==> src/hw/rtl/lvn3_pkg.sv <==
package lvn3_pkg;

    localparam int unsigned CoordWidth = 32;
    localparam int unsigned HashWidth = 31;
    localparam int unsigned FracWidth = 7;
    localparam int unsigned CornerCount = 8;
    localparam int unsigned LaneDepth = 9;

    localparam logic [31:0] PrimeY = 32'd31337;
    localparam logic [31:0] PrimeZ = 32'd263;
    localparam logic [31:0] PrimeSeed = 32'd1013;
    localparam logic [31:0] MulA = 32'd60493;
    localparam logic [31:0] AddB = 32'd19990303;
    localparam logic [31:0] AddC = 32'd1376312589;
    localparam int unsigned XorShift = 13;

    localparam logic [2:0] TopScale = 3'd7;
    localparam logic [3:0] MaxSetting = 4'd8;
    localparam logic [3:0] ResetSetting = 4'd6;

    localparam logic CfgSeed = 1'b0;
    localparam logic CfgOctave = 1'b1;

    typedef struct packed {
        logic                 valid;
        logic                 first;
        logic                 last;
        logic                 zero;
        logic [2:0]           k;
        logic [FracWidth-1:0] dx;
        logic [FracWidth-1:0] dy;
        logic [FracWidth-1:0] dz;
    } lane_t;

    function automatic logic [31:0] corner_offset(input logic [2:0] idx);
        logic [31:0] off;
        off = {31'd0, idx[0]};
        if (idx[1])
        begin
            off = off + PrimeY;
        end
        if (idx[2])
        begin
            off = off + PrimeZ;
        end
        return off;
    endfunction

endpackage

==> src/hw/rtl/lvn3_corner_hash.sv <==
module lvn3_corner_hash (
    input  logic                             clk,
    input  logic                             en,
    input  logic [31:0]                      base,
    input  logic [31:0]                      offset,
    output logic [lvn3_pkg::HashWidth-1:0]   hash
);

    logic [31:0]                    sum_w;
    logic [lvn3_pkg::HashWidth-1:0] n0_w;
    logic [lvn3_pkg::HashWidth-1:0] n_a_reg;
    logic [lvn3_pkg::HashWidth-1:0] n_b_reg;
    logic [lvn3_pkg::HashWidth-1:0] n_c_reg;
    logic [31:0]                    sq_reg;
    logic [31:0]                    t_reg;
    logic [lvn3_pkg::HashWidth-1:0] h_reg;
    logic [31:0]                    sq_next;
    logic [31:0]                    t_next;
    logic [31:0]                    h_next;

    assign sum_w = base + offset;
    assign n0_w = sum_w[lvn3_pkg::HashWidth-1:0];
    assign sq_next = {1'b0, n_a_reg} * {1'b0, n_a_reg};
    assign t_next = sq_reg * lvn3_pkg::MulA + lvn3_pkg::AddB;
    assign h_next = {1'b0, n_c_reg} * t_reg + lvn3_pkg::AddC;

    always_ff @(posedge clk)
    begin
        if (en)
        begin
            n_a_reg <= n0_w ^ (n0_w >> lvn3_pkg::XorShift);
            sq_reg  <= sq_next;
            n_b_reg <= n_a_reg;
            t_reg   <= t_next;
            n_c_reg <= n_b_reg;
            h_reg   <= h_next[lvn3_pkg::HashWidth-1:0];
        end
    end

    assign hash = h_reg;

endmodule

==> config.mk <==
export PLATFORM = sky130hd
export DESIGN_NAME = lvn3_corner_hash
export DESIGN_NICKNAME = d
export VERILOG_FILES = /design/src/hw/rtl/lvn3_pkg.sv /design/src/hw/rtl/lvn3_corner_hash.sv
export SDC_FILE = /design/constraint.sdc
export NUM_CORES = 2
export LEC_CHECK = 0
export BUFFER_PORTS_ARGS = -buffer_cell sky130_fd_sc_hd__buf_4
export CAP_MARGIN = 5
export CORE_MARGIN = 1
export CORE_UTILIZATION = 30
export DETAILED_ROUTE_END_ITERATION = 10
export PLACE_DENSITY = 0.49
export REMOVE_ABC_BUFFERS = 1
export SETUP_SLACK_MARGIN = 0.5
export SYNTH_ARGS = -nofsm -noshare
export SYNTH_HDL_FRONTEND = slang
export SYNTH_SLANG_ARGS = --single-unit
==> constraint.sdc <==
create_clock -name clk -period 17.5 [get_ports clk]
set_input_delay 3.5 -clock clk [delete_from_list [all_inputs] [get_ports clk]]
set_output_delay 3.5 -clock clk [all_outputs]
set_load 0.02 [all_outputs]
Word-level counts from Yosys, hierarchy flattened
Cells that the tools add are included.

storage, ports and cells
  register bits after elaboration = 188
  bits of input ports = 66
  output and inout port bits = 31
  word-level logic and storage cells = 13

operators by class
  $add $sub $neg = 3
  $mul = 3
  bitwise gates (word level) = 1

operators with widths
  cell                                                                   count
  32-bit by 25-bit adder with 32-bit output, second input constant       1
  31-bit by 31-bit multiplier with 32-bit output                         1
  31-bit by 32-bit multiplier with 31-bit output                         1
  32-bit by 16-bit multiplier with 32-bit output, second input constant  1
  31-bit adder                                                           1
  31-bit adder, second input constant                                    1
  31-bit by 18-bit XOR with 31-bit output                                1

Depth between registers and ports, before layout
  depth in word-level cells = 2
  gate-level depth with buffers = 29
  gate-level depth less buffers = 27

Worst setup path before layout
Ideal clock, no wire load.

  kind = reg2reg
  from = register n_a_reg[11] in the netlist's numbering
  to = register sq_reg[30] (data pin)
  arrival = 6.776 ns
  setup slack = 10.464 ns
  cell stages (with the launch flop) = 27
  buffers on the path = 2
  clock period less this slack = 7.036 ns
  cell sequence = edfxtp_1 -> clkbuf_1 -> clkbuf_1 -> nand2_1 -> fa_1 -> inv_1 -> fa_1 -> fa_1 -> inv_1 -> fa_1 -> inv_1 -> fa_1 -> inv_1 -> fa_1 -> inv_1 -> fa_1 -> fa_1 -> ha_1 -> a21o_1 -> a21o_1 -> a21o_1 -> a21oi_1 -> o21a_1 -> a21oi_1 -> a2111o_1 -> a21oi_1 -> xnor2_1

between the ends
  cells in the longest elaborated chain, start to end = 1

ends and longest elaborated chain
  item                                            line                    RTL
  start, declared                                 lvn3_corner_hash.sv:11  logic [lvn3_pkg::HashWidth-1:0] n_a_reg;
  start signal, assigned                          lvn3_corner_hash.sv:31  n_a_reg <= n0_w ^ (n0_w >> lvn3_pkg::XorShift);
  31-bit by 31-bit multiplier with 32-bit output  lvn3_corner_hash.sv:23  assign sq_next = {1'b0, n_a_reg} * {1'b0, n_a_reg};
  net sq_next[30]                                 lvn3_corner_hash.sv:17  logic [31:0] sq_next;
  end signal, assigned                            lvn3_corner_hash.sv:32  sq_reg <= sq_next;
  end, declared                                   lvn3_corner_hash.sv:14  logic [31:0] sq_reg;

The timed path passes the listed nets, and every way through them passes these cells.
A chain may end at the register's enable or synchronous reset.

Final worst setup path
  from = register t_reg[11]
  to = register h_reg (netlist bit hash[30]) (data pin)

between the ends
  cells in the longest elaborated chain, start to end = 2

ends and longest elaborated chain
  item                                            line                    RTL
  start, declared                                 lvn3_corner_hash.sv:15  logic [31:0] t_reg;
  start signal, assigned                          lvn3_corner_hash.sv:34  t_reg <= t_next;
  31-bit by 32-bit multiplier with 31-bit output  lvn3_corner_hash.sv:25  assign h_next = {1'b0, n_c_reg} * t_reg + lvn3_pkg::AddC;
  31-bit adder                                    lvn3_corner_hash.sv:25
  net h_next[30]                                  lvn3_corner_hash.sv:19  logic [31:0] h_next;
  end signal, assigned                            lvn3_corner_hash.sv:36  h_reg <= h_next[lvn3_pkg::HashWidth-1:0];
  end, declared                                   lvn3_corner_hash.sv:16  logic [lvn3_pkg::HashWidth-1:0] h_reg;

The timed path passes the listed nets, and every way through them passes these cells.

==> results.md <==
- Run status: completed
- Hpwl dp: 77400 um
- Worst skew pair latency: 0.53 ns
- # resized after CTS: 0
- CORE AREA: 135800 um^2
- Layout cells sized above 1: 4.403%
- Port buffer count: 94
- Die area: 138800 um^2
- R2R depth: 23
- CTS tree: yes
- H-tree depth: 4
- Critical Path RT: 17.76 ns
- RSZ-0062 raised after global routing: no
- Mapped cell area: 41180 um^2
- Vias in the first global route: 28999
- Rel. slew slack: 29.67%
- GRT Overall Usage: 14.24%
- Die height: 372.5 um
- Hold Path Origin: n_b_reg[23]
- # nets final: 5528
- Largest net degree at the start of global routing: 69
- Detailed Route Iter0 Violations: 893
- Post-Syn Area per Cell: 9.974 um^2
- Largest cells by area after synthesis: fa_1, edfxtp_1, ha_1, inv_1, and2_1
- Worst-path fanout max: 20
- Worst Tran Pin Value: 1.055 ns
- Vias post-DR: 25800
- Ys flop type: edfxtp_1
- Compound-cell area share of the yosys netlist: 4.627%
- Yosys top cell area share: 41.95%
- Yosys warning count: 0
- Post-synth EDFFs: 183
- CTS sink count: 183
- Clk buf depth: 2
- Most frequent cell after synthesis: inv_1
- Initial antenna violation count: 3
- Max-capacitance violation count: 0
- Initial Util: 30.33%
- Post-Synth Adder-Cell Area: 55.10%
- DRC violations left: 0
- Leading area contributor after synthesis: fa_1
- Post-Syn Instances: 4129
- Commonest cells post-synth: inv_1, fa_1, ha_1, nand2_1, and2_1
- Crit path capture type: flop
- DRT antenna net count: 0
- Final WL: 92100 um
- Worst setup SP type: flop
- FF-to-FF Start: t_reg[11]
- Setup Skew: 0.03016 ns
- Worst hold path depth: 0
- Mux share of post-synthesis cell area: 0.02430%
- FILL cells: 14084
- Final Max Slew Viols: 0
- Post-CTS Hold Buffers: 0
- Root Buffer: clkbuf_16
- Minimum hold slack: 0.4090 ns
- Simple-gate portion of the synthesized area: 10.43%
- Setup total negative slack: 0 ns
- R2R Setup Slk: 9.07 ns
- Post-synthesis xor/xnor area fraction: 4.943%
- Wire per inst: 15.45 um
- Routability cong.: 0.8024
- IO Count: 97
- CTS Buf Count: 17
- Fin util: 32.83%
- Largest family of logic cells by synthesized area: adder cells
- Clock transition at path regs: 0.10 ns
- Ant. Diodes: 0
- Total gr overflow: 0
- Sequential element share of the synthesized area: 13.34%
- First-pass GRT wire length: 154400 um
- Setup Fix Bufs, Post-CTS: 0
- Worst hold path class: reg -> reg
- Yosys reg bits: 183
- Period utilization: 48.19%
- Area Overhead vs Synth: 8.245%
- Reg2reg end: hash[30]
- Async S/R FF share, synth: 0%
- Die width: 372.5 um
- Fmax: 0.1186 GHz
- Vias per std cell: 4.329
- WS Path Type: reg -> reg
- Row count: 135
- Netlist cell types: 67
- Final min period: 8.434 ns
- Final hold viol count: 0
- Worst Hold End: n_c_reg[23]
- Worst path arrival time: 8.70 ns
- DR pass1 iterations: 5
- Setup violators final: 0
[per-layer routing]
metal | global-route usage (%) | vias to the layer above | wire [um]
li1 | - | 12312 | -
met4 | 2.896 | 0 | 1307
met1 | 18.52 | 13128 | 42170
met3 | 1.911 | 54 | 2805
met2 | 25.10 | 306 | 45820
met5 | 0 | - | 0
[critical path, stage by stage, from the launching register on]
cell and delay, ns:
edfxtp_1 1.02, and2_1 0.26, fa_1 0.46, fa_1 0.45
fa_1 0.56, inv_1 0.05, fa_1 0.50, inv_1 0.06
fa_1 0.48, fa_1 0.51, fa_1 0.49, inv_1 0.05
fa_1 0.47, inv_1 0.04, ha_1 0.33, a21oi_1 0.15
o21ai_0 0.18, a211oi_1 0.27, nor2_1 0.07, a31o_2 0.27
o21ai_1 0.46, o21bai_1 0.16, o41ai_1 0.70, xnor2_1 0.17
[cell usage in the layout (no fill, tap or decap), types with 4 or more instances in the layout]
cell / count
xor2_1: 52
buf_4: 126
a21o_1: 41
and3_1: 12
clkbuf_16: 17
nand2b_1: 10
nor2b_1: 14
a21oi_1: 91
clkinv_8: 6
a211oi_1: 9
edfxtp_1: 183
nand2_1: 395
or2_2: 6
o211ai_1: 5
ha_1: 433
inv_1: 1147
a31oi_1: 4
a211o_1: 8
fa_1: 863
nor2_1: 59
o21ai_0: 30
conb_1: 7
nand3_1: 23
o21bai_1: 17
o21ai_1: 12
xnor2_1: 176
and2_1: 334
nor3_1: 11
o21a_1: 17
[area by class of cell]
class | instances | area (um^2) | share of cell area, %
tap | 1781 | 2228 | 4.999
clock inverter | 15 | 200.2 | 0.4491
sequential | 183 | 5495 | 12.33
multi-input combinational | 2690 | 30970 | 69.46
timing repair buffer | 127 | 959.7 | 2.153
inverter | 1147 | 4305 | 9.658
clock buffer | 17 | 425.4 | 0.9543
[metrics by stage]
stage | std cells | cell area [um^2] | setup slack (ns)
after floorplan | 4020 | 40770 | 10.55
after global placement | 5928 | 43950 | 9.084
after detailed placement | 5928 | 43950 | 9.036
after CTS | 5960 | 44580 | 9.062
after global routing | 5960 | 44580 | 8.665
final | 5960 | 44580 | 9.066
[cells by family after synthesis]
logic type | after synthesis
simple gates | 874
other cells | 2
mux | 1
compound gates | 282
flops | 183
xor+xnor | 230
fa+ha+maj | 1296
buf+inv | 1261
[worst max path at each step]
stage / startpoint / to / slack [ns] / cells after the start
floorplan: n_a_reg[4] / sq_reg[30] / 10.55 / 23
global placement: n_c_reg[4] / hash[30] / 9.08 / 23
detailed placement: n_c_reg[4] / hash[30] / 9.04 / 23
CTS: n_c_reg[4] / hash[30] / 9.06 / 23
global route: n_c_reg[4] / hash[30] / 8.66 / 23
finish: t_reg[11] / hash[30] / 9.07 / 23
Power is not shown: default switching activity piles up to over one toggle a cycle in this logic, so the estimate is an artifact.
